## src/hdl/vnq12_pkg.sv

```systemverilog
`timescale 1ns / 1ps
// ----------------------------------------------------------------------------
// vnq12_pkg
// shared widths, the reciprocal square root rom and a helper function
// ----------------------------------------------------------------------------
package vnq12_pkg;

    localparam int COMP_W    = 16;
    localparam int UNIT_W    = 28;
    localparam int SQ_W      = 32;
    localparam int ROM_W     = 13;
    localparam int ROM_DEPTH = 192;
    localparam int ROM_BASE  = 64;
    localparam int NORM_POS  = 24;
    localparam int PROD_W    = COMP_W + ROM_W;
    localparam int LZ_W      = 6;
    localparam int SH_W      = 4;

    typedef logic [ROM_W-1:0] rom_word_t;

    localparam rom_word_t RSQRT_ROM [0:ROM_DEPTH-1] = '{
        13'd4096, 13'd4064, 13'd4033, 13'd4003, 13'd3973, 13'd3944, 13'd3916, 13'd3888,
        13'd3861, 13'd3835, 13'd3809, 13'd3783, 13'd3758, 13'd3734, 13'd3710, 13'd3686,
        13'd3663, 13'd3640, 13'd3618, 13'd3596, 13'd3575, 13'd3554, 13'd3533, 13'd3513,
        13'd3493, 13'd3473, 13'd3454, 13'd3435, 13'd3416, 13'd3397, 13'd3379, 13'd3361,
        13'd3344, 13'd3327, 13'd3310, 13'd3293, 13'd3276, 13'd3260, 13'd3244, 13'd3228,
        13'd3213, 13'd3197, 13'd3182, 13'd3167, 13'd3153, 13'd3138, 13'd3124, 13'd3110,
        13'd3096, 13'd3082, 13'd3069, 13'd3055, 13'd3042, 13'd3029, 13'd3016, 13'd3003,
        13'd2991, 13'd2978, 13'd2966, 13'd2954, 13'd2942, 13'd2930, 13'd2919, 13'd2907,
        13'd2896, 13'd2885, 13'd2873, 13'd2862, 13'd2852, 13'd2841, 13'd2830, 13'd2820,
        13'd2809, 13'd2799, 13'd2789, 13'd2779, 13'd2769, 13'd2759, 13'd2749, 13'd2740,
        13'd2730, 13'd2721, 13'd2711, 13'd2702, 13'd2693, 13'd2684, 13'd2675, 13'd2666,
        13'd2657, 13'd2649, 13'd2640, 13'd2631, 13'd2623, 13'd2615, 13'd2606, 13'd2598,
        13'd2590, 13'd2582, 13'd2574, 13'd2566, 13'd2558, 13'd2550, 13'd2543, 13'd2535,
        13'd2528, 13'd2520, 13'd2513, 13'd2505, 13'd2498, 13'd2491, 13'd2484, 13'd2477,
        13'd2469, 13'd2462, 13'd2456, 13'd2449, 13'd2442, 13'd2435, 13'd2428, 13'd2422,
        13'd2415, 13'd2409, 13'd2402, 13'd2396, 13'd2389, 13'd2383, 13'd2377, 13'd2371,
        13'd2364, 13'd2358, 13'd2352, 13'd2346, 13'd2340, 13'd2334, 13'd2328, 13'd2322,
        13'd2317, 13'd2311, 13'd2305, 13'd2299, 13'd2294, 13'd2288, 13'd2283, 13'd2277,
        13'd2272, 13'd2266, 13'd2261, 13'd2255, 13'd2250, 13'd2245, 13'd2239, 13'd2234,
        13'd2229, 13'd2224, 13'd2219, 13'd2214, 13'd2209, 13'd2204, 13'd2199, 13'd2194,
        13'd2189, 13'd2184, 13'd2179, 13'd2174, 13'd2170, 13'd2165, 13'd2160, 13'd2155,
        13'd2151, 13'd2146, 13'd2142, 13'd2137, 13'd2133, 13'd2128, 13'd2124, 13'd2119,
        13'd2115, 13'd2110, 13'd2106, 13'd2102, 13'd2097, 13'd2093, 13'd2089, 13'd2084,
        13'd2080, 13'd2076, 13'd2072, 13'd2068, 13'd2064, 13'd2060, 13'd2056, 13'd2052
    };

    // leading zeros of a 32-bit word, 0..32
    function automatic logic [LZ_W-1:0] count_lz(input logic [SQ_W-1:0] v);
        logic [LZ_W-1:0] n;
        n = LZ_W'(SQ_W);
        for (int i = 0; i < SQ_W; i++) begin
            if (v[i]) begin
                n = LZ_W'(SQ_W - 1 - i);
            end
        end
        return n;
    endfunction

endpackage

```

## src/hdl/vector_normalize_q12.sv

```systemverilog
`timescale 1ns / 1ps
// ----------------------------------------------------------------------------
// vector_normalize_q12
// scales a signed 3-component vector to about unit length in q12
// ----------------------------------------------------------------------------
// input channel s_valid/s_ready carries s_vec_x, s_vec_y, s_vec_z, 16-bit
// signed. result channel m_valid/m_ready carries m_unit_x, m_unit_y,
// m_unit_z, 28-bit signed q12. one result per item, in order.
// five register stages: squares, wrapping sum, normalize and rom lookup,
// multiply, shift; m_valid is the valid bit of the shift stage.
// throughput is one item per cycle while the receiver does not stall;
// the three 16x13 multipliers and the squaring multipliers each have a
// stage of their own.
// a zero vector or a sum that wraps negative gives an all-zero result.
// each stage holds its item while the next one is full, so a stalled
// receiver backs the pipe up stage by stage; empty stages still fill and
// s_ready stays high until all five stages hold an item.
// aresetn clears all valid bits; nothing else needs reset.
// ----------------------------------------------------------------------------
module vector_normalize_q12 (
    input  logic                                 aclk,
    input  logic                                 aresetn,
    input  logic                                 s_valid,
    output logic                                 s_ready,
    input  logic signed [vnq12_pkg::COMP_W-1:0]  s_vec_x,
    input  logic signed [vnq12_pkg::COMP_W-1:0]  s_vec_y,
    input  logic signed [vnq12_pkg::COMP_W-1:0]  s_vec_z,
    output logic                                 m_valid,
    input  logic                                 m_ready,
    output logic signed [vnq12_pkg::UNIT_W-1:0]  m_unit_x,
    output logic signed [vnq12_pkg::UNIT_W-1:0]  m_unit_y,
    output logic signed [vnq12_pkg::UNIT_W-1:0]  m_unit_z
);

    logic v1_reg, v2_reg, v3_reg, v4_reg, v5_reg;
    logic en1, en2, en3, en4, en5;

    logic signed [vnq12_pkg::COMP_W-1:0] x1_reg, y1_reg, z1_reg;
    logic signed [vnq12_pkg::COMP_W-1:0] x2_reg, y2_reg, z2_reg;
    logic signed [vnq12_pkg::COMP_W-1:0] x3_reg, y3_reg, z3_reg;
    logic [vnq12_pkg::SQ_W-1:0] sqx_reg, sqy_reg, sqz_reg;
    logic [vnq12_pkg::SQ_W-1:0] sum_reg, sum_next;

    logic                        ok3_reg, ok3_next;
    vnq12_pkg::rom_word_t        rom3_reg, rom3_next;
    logic [vnq12_pkg::SH_W-1:0]  sh3_reg, sh3_next, sh4_reg;
    logic [vnq12_pkg::LZ_W-1:0]  lz;
    logic [vnq12_pkg::SQ_W+7:0]  win;
    logic [7:0]                  norm;
    logic [7:0]                  idx;

    logic signed [vnq12_pkg::PROD_W-1:0] px_reg, py_reg, pz_reg;
    logic signed [vnq12_pkg::PROD_W-1:0] px_next, py_next, pz_next;

    logic signed [vnq12_pkg::UNIT_W-1:0] ux_reg, uy_reg, uz_reg;
    logic signed [vnq12_pkg::UNIT_W-1:0] ux_next, uy_next, uz_next;
    logic signed [vnq12_pkg::PROD_W-1:0] shx, shy, shz;

    assign en5 = !v5_reg || m_ready;
    assign en4 = !v4_reg || en5;
    assign en3 = !v3_reg || en4;
    assign en2 = !v2_reg || en3;
    assign en1 = !v1_reg || en2;
    assign s_ready = en1;

    // stage 2 sum, then stage 3 logic: normalize and look up
    assign sum_next = sqx_reg + sqy_reg + sqz_reg;
    always_comb begin
        lz       = vnq12_pkg::count_lz(sum_reg) & ~vnq12_pkg::LZ_W'(1);
        win      = {sum_reg, 8'd0} >> (vnq12_pkg::LZ_W'(vnq12_pkg::SQ_W) - lz);
        norm     = win[7:0];
        idx      = norm - 8'(vnq12_pkg::ROM_BASE);
        ok3_next = !sum_reg[vnq12_pkg::SQ_W-1] && (sum_reg != '0)
                   && (norm >= 8'(vnq12_pkg::ROM_BASE));
        rom3_next = ok3_next ? vnq12_pkg::RSQRT_ROM[idx] : '0;
        sh3_next  = vnq12_pkg::SH_W'((vnq12_pkg::LZ_W'(31) - lz) >> 1);
    end

    // stage 4 and 5 logic
    always_comb begin
        px_next = $signed({1'b0, rom3_reg}) * x3_reg;
        py_next = $signed({1'b0, rom3_reg}) * y3_reg;
        pz_next = $signed({1'b0, rom3_reg}) * z3_reg;
        shx     = px_reg >>> sh4_reg;
        shy     = py_reg >>> sh4_reg;
        shz     = pz_reg >>> sh4_reg;
        ux_next = vnq12_pkg::UNIT_W'(shx);
        uy_next = vnq12_pkg::UNIT_W'(shy);
        uz_next = vnq12_pkg::UNIT_W'(shz);
    end

    always_ff @(posedge aclk) begin
        if (!aresetn) begin
            v1_reg <= 1'b0;
            v2_reg <= 1'b0;
            v3_reg <= 1'b0;
            v4_reg <= 1'b0;
            v5_reg <= 1'b0;
        end else begin
            if (en1) v1_reg <= s_valid;
            if (en2) v2_reg <= v1_reg;
            if (en3) v3_reg <= v2_reg;
            if (en4) v4_reg <= v3_reg;
            if (en5) v5_reg <= v4_reg;
        end
    end

    always_ff @(posedge aclk) begin
        if (en1) begin
            x1_reg  <= s_vec_x;
            y1_reg  <= s_vec_y;
            z1_reg  <= s_vec_z;
            sqx_reg <= vnq12_pkg::SQ_W'(s_vec_x * s_vec_x);
            sqy_reg <= vnq12_pkg::SQ_W'(s_vec_y * s_vec_y);
            sqz_reg <= vnq12_pkg::SQ_W'(s_vec_z * s_vec_z);
        end
        if (en2) begin
            x2_reg  <= x1_reg;
            y2_reg  <= y1_reg;
            z2_reg  <= z1_reg;
            sum_reg <= sum_next;
        end
        if (en3) begin
            x3_reg   <= x2_reg;
            y3_reg   <= y2_reg;
            z3_reg   <= z2_reg;
            ok3_reg  <= ok3_next;
            rom3_reg <= rom3_next;
            sh3_reg  <= sh3_next;
        end
        if (en4) begin
            px_reg  <= px_next;
            py_reg  <= py_next;
            pz_reg  <= pz_next;
            sh4_reg <= sh3_reg;
        end
        if (en5) begin
            ux_reg <= ux_next;
            uy_reg <= uy_next;
            uz_reg <= uz_next;
        end
    end

    assign m_valid  = v5_reg;
    assign m_unit_x = ux_reg;
    assign m_unit_y = uy_reg;
    assign m_unit_z = uz_reg;

`ifndef SYNTHESIS
    a_rom_zero_when_bad: assert property (@(posedge aclk) disable iff (!aresetn)
        (v3_reg && !ok3_reg) |-> (rom3_reg == '0))
        else $error("rom value not cleared for out-of-table item");

    a_rom_in_range: assert property (@(posedge aclk) disable iff (!aresetn)
        (v3_reg && ok3_reg) |-> (rom3_reg >= 13'd2052 && rom3_reg <= 13'd4096))
        else $error("rom value outside table range");

    a_ready_when_empty: assert property (@(posedge aclk) disable iff (!aresetn)
        !v1_reg |-> s_ready)
        else $error("input stalled with empty first stage");

    a_stage_advance: assert property (@(posedge aclk) disable iff (!aresetn)
        (v4_reg && en5) |=> v5_reg)
        else $error("item lost between multiply and output stage");
`endif

endmodule
```

## config.mk

```make
export PLATFORM = sky130hd
export DESIGN_NAME = vector_normalize_q12
export DESIGN_NICKNAME = d
export VERILOG_FILES = /design/src/hdl/vnq12_pkg.sv /design/src/hdl/vector_normalize_q12.sv
export SDC_FILE = /design/constraint.sdc
export NUM_CORES = 2
export LEC_CHECK = 0
export ABC_CLOCK_PERIOD_IN_PS = 8400
export BUFFER_PORTS_ARGS = -buffer_cell sky130_fd_sc_hd__buf_4
export CORE_MARGIN = 3
export CORE_UTILIZATION = 30
export DETAILED_ROUTE_END_ITERATION = 8
export GPL_ROUTABILITY_DRIVEN = 0
export PLACE_DENSITY_LB_ADDON = 0.05
export SLEW_MARGIN = 10
export SYNTH_ARGS = -nofsm -noshare
export SYNTH_HDL_FRONTEND = slang
export SYNTH_SLANG_ARGS = --single-unit
```

## constraint.sdc

```tcl
create_clock -name aclk -period 8.4 [get_ports aclk]
set_input_delay 1.68 -clock aclk [delete_from_list [all_inputs] [get_ports aclk]]
set_output_delay 1.68 -clock aclk [all_outputs]
set_load 0.005 [all_outputs]
```

==> PnR_summary.wiki <==
{| class="wikitable"
! Metric !! Value
|-
| Average footprint of a synthesized cell || around 10 um^2
|-
| Final Routed Wirelength || 206000 um
|-
| Initial DRT Pass Iterations || 6
|-
| Total global routing overflow || 0
|-
| Final hold violation count || 0
|-
| Worst EP required || a little under 9000 ps
|-
| Remaining routing DRC violations || 0
|-
| Port Buffer Count || approximately 140
|-
| Clock transition at the registers of the reported paths || approximately 70 ps
|-
| Max FFs per register || 32
|-
| Measured slew at the worst slew-check pin || between 1000 and 1500 ps
|-
| Warning count from the yosys run || 0
|-
| Delay of the slowest cell on the worst path || between 600 and 700 ps
|-
| Max frequency || roughly 0.13 GHz
|-
| Sinks on the clock net || roughly 460
|-
| Syn Std Cell Area || about 0.073 mm^2
|-
| Worst setup startpoint || s_vec_z[10]
|-
| Drt via density || 4.68
|-
| Core region area || 0.242 mm^2
|-
| Wire length of the first global-routing pass || about 330000 um
|-
| Antenna violations before repair || 8
|-
| Sequential fraction of the synthesis area || 0.189
|-
| Run status || complete, no violations
|-
| Utilization after layout || 0.333
|-
| Count of flip-flops with a built-in enable after synthesis || ~460
|-
| Number of fill cells || between 20000 and 25000
|-
| Slew Viols, Final || 0
|-
| Clock tree root driver cell || clkbuf_16
|-
| DIE HEIGHT || ~500 um
|-
| Final-stage net count || approximately 9300
|-
| CTS HTree Levels || 2
|-
| RSZ-0062 raised after global routing || false
|-
| Final setup skew || between 50 and 60 ps
|-
| Highest net fanout along the worst path || 4
|-
| Via count of the first global-routing pass || around 55000
|-
| Die footprint || between 0.2 and 0.3 mm^2
|-
| R2R Path Start || z3_reg[6]$_DFFE_PP_
|-
| Clock latency reported for the late side of the worst-skew pair || between 700 and 800 ps
|-
| Number of setup violations in the final report || 0
|-
| Data arrival, critical path || between 8000 and 9000 ps
|-
| Most frequent cell on the critical path || fa_1
|-
| Count of hold buffers inserted by post-cts repair || 0
|-
| Maximum capacitance violations || 0
|-
| Sum of net half-perimeters after detailed placement || between 150000 and 200000 um
|-
| Synthesized instance count || about 7300
|-
| Period minus WS final || approximately 7600 ps
|-
| Proportion of layout cells with a drive suffix above 1 || 0.0777
|-
| Register bit total from synthesis || between 400 and 500
|-
| Flip-flop cell with the highest count after synthesis || edfxtp_1
|-
| Commonest non-fill, non-tap cells in the layout || inv_1 (1567), fa_1 (1346), nand2_1 (752)
|-
| Die width || between 500 and 600 um
|-
| Async set-reset flop share out of synthesis || 0
|-
| Synthesis-to-finish area growth || 9.87%
|-
| Slew Limit Headroom || 0.245
|-
| Class of the worst hold path || reg2reg
|-
| Largest net degree at the start of global routing || 81
|-
| Most common library cell in the layout ignoring fill and taps || inv_1
|-
| Post-route fraction of the period consumed by the critical path || 0.911
|-
| Starting density of the core || 0.303
|-
| Number of antenna-violating nets in the routed design || 0
|-
| Top-Level Pins || ~140
|-
| Worst min-delay path startpoint || x2_reg[4]$_DFFE_PP_
|-
| Number of clock buffers inserted by TritonCTS || just under 60
|-
| Crit. End Element || flop
|-
| Number of DRC violations after detailed-routing iteration 0 || 2597
|-
| Std-Cell Rows || 180
|-
| Sequential cell area || roughly 0.014 mm^2
|-
| WL/cell || between 15 and 20 um
|-
| Total track usage || 0.167
|-
| Slowest cell on the critical path || a2111oi_0
|-
| Number of library cell types mapped by synthesis || between 100 and 150
|-
| Area used by multi-input combinational logic || approximately 0.052 mm^2
|-
| CTS tree || yes
|-
| CP startpoint kind || input pin
|-
| Buffers from clock root to sink, at most || 3
|-
| Total vias in the final route || a little under 50000
|-
| Worst Setup Path Type || in2reg
|-
| Gates resized, CTS repair || 0
|-
| Post-CTS Setup Bufs || 0
|}
## through the flow
step | cells | cell area, um^2 | hold WS (ps) | setup TNS [ps] | setup WS, ps
floorplan | 7267 | 73400 | 400 | 0 | 363
global placement | 10474 | 78600 | 401 | -66.8 | -66.8
global route | 10584 | 80600 | 417 | 0 | 319
finish | 10590 | 80600 | 411 | 0 | 751
CTS | 10583 | 80600 | 412 | 0 | 745
detailed placement | 10474 | 78600 | 405 | -61.0 | -61.0
## layer usage
layer  share of wire  global-route usage
met3           0.030              0.0134
met5               0                   0
met2            0.48               0.281
met4           0.021              0.0357
met1            0.47               0.235
## Yosys cell counts, types with 11 or more instances
| cell | number | area share |
|---|---|---|
| xor2_1 | 51 | 0.0061 |
| o21bai_1 | 24 | 0.0025 |
| and2_1 | 498 | 0.042 |
| nand2_1 | 754 | 0.039 |
| mux4_2 | 66 | 0.020 |
| inv_1 | 1569 | 0.080 |
| nand2b_1 | 41 | 0.0035 |
| buf_1 | 16 | 0.00082 |
| a21oi_1 | 201 | 0.014 |
| o211ai_1 | 28 | 0.0029 |
| a31oi_1 | 58 | 0.0049 |
| a221oi_1 | 18 | 0.0021 |
| nor2_1 | 267 | 0.014 |
| mux2i_1 | 62 | 0.0085 |
| o21ai_0 | 127 | 0.0087 |
| edfxtp_1 | 458 | 0.19 |
| nand3_1 | 81 | 0.0055 |
| fa_1 | 1346 | 0.37 |
| nor2b_1 | 30 | 0.0026 |
| ha_1 | 518 | 0.088 |
| buf_2 | 32 | 0.0022 |
| xnor2_1 | 189 | 0.023 |
| o31ai_1 | 19 | 0.0019 |
| clkbuf_1 | 235 | 0.012 |
| and3_1 | 44 | 0.0038 |
| or3_1 | 28 | 0.0024 |
| a21o_1 | 38 | 0.0039 |
| o21a_1 | 22 | 0.0023 |
| mux2_2 | 27 | 0.0041 |
| a211oi_1 | 45 | 0.0046 |
| nor3_1 | 96 | 0.0065 |
| or2_2 | 20 | 0.0017 |
| nor4_1 | 11 | 0.00094 |
## logic make-up (layout without fill, tap and decap cells)
group / Yosys count / in the layout / share of synthesized area
simple gates: 1918 / 1918 / 0.127
mux: 155 / 155 / 0.0329
other cells: 1 / 10 / 0.0000511
compound gates: 753 / 753 / 0.0697
buf+inv: 1870 / 2001 / 0.0969
fa+ha+maj: 1864 / 1864 / 0.456
xor+xnor: 241 / 241 / 0.0290
flops: 463 / 463 / 0.189
## worst paths after layout
path | endpoint | slack (ps) | depth (start not counted)
hold reg to reg | x3_reg[4]$_DFFE_PP_ | 410 | 0
setup reg to reg | pz_reg[27]$_DFFE_PP_ | 1190 | 21
hold / removal | x3_reg[4]$_DFFE_PP_ | 410 | 0
setup / recovery | sqz_reg[30]$_DFFE_PP_ | 750 | 25
## critical path, delay by kind of cell
family	cells	cell delay, ps
xor gates and xnor gates	1	80
AOI/OAI and AO/OA	8	2010
and+or+nand+nor	3	540
adders and majority gates	7	3300
buffers and inverters	6	480
## layout make-up
cell class | instances | area share
well taps | 3185 | 0.0494
repair buffers | 315 | 0.0296
flip-flops and latches | 463 | 0.172
multi-input cells | 4934 | 0.650
clock inverters | 34 | 0.00520
diodes | 7 | 0.000217
clock buffers | 75 | 0.0197
inverters | 1577 | 0.0735
Power is not shown: default switching activity piles up to over one toggle a cycle in this logic, so the estimate is an artifact.
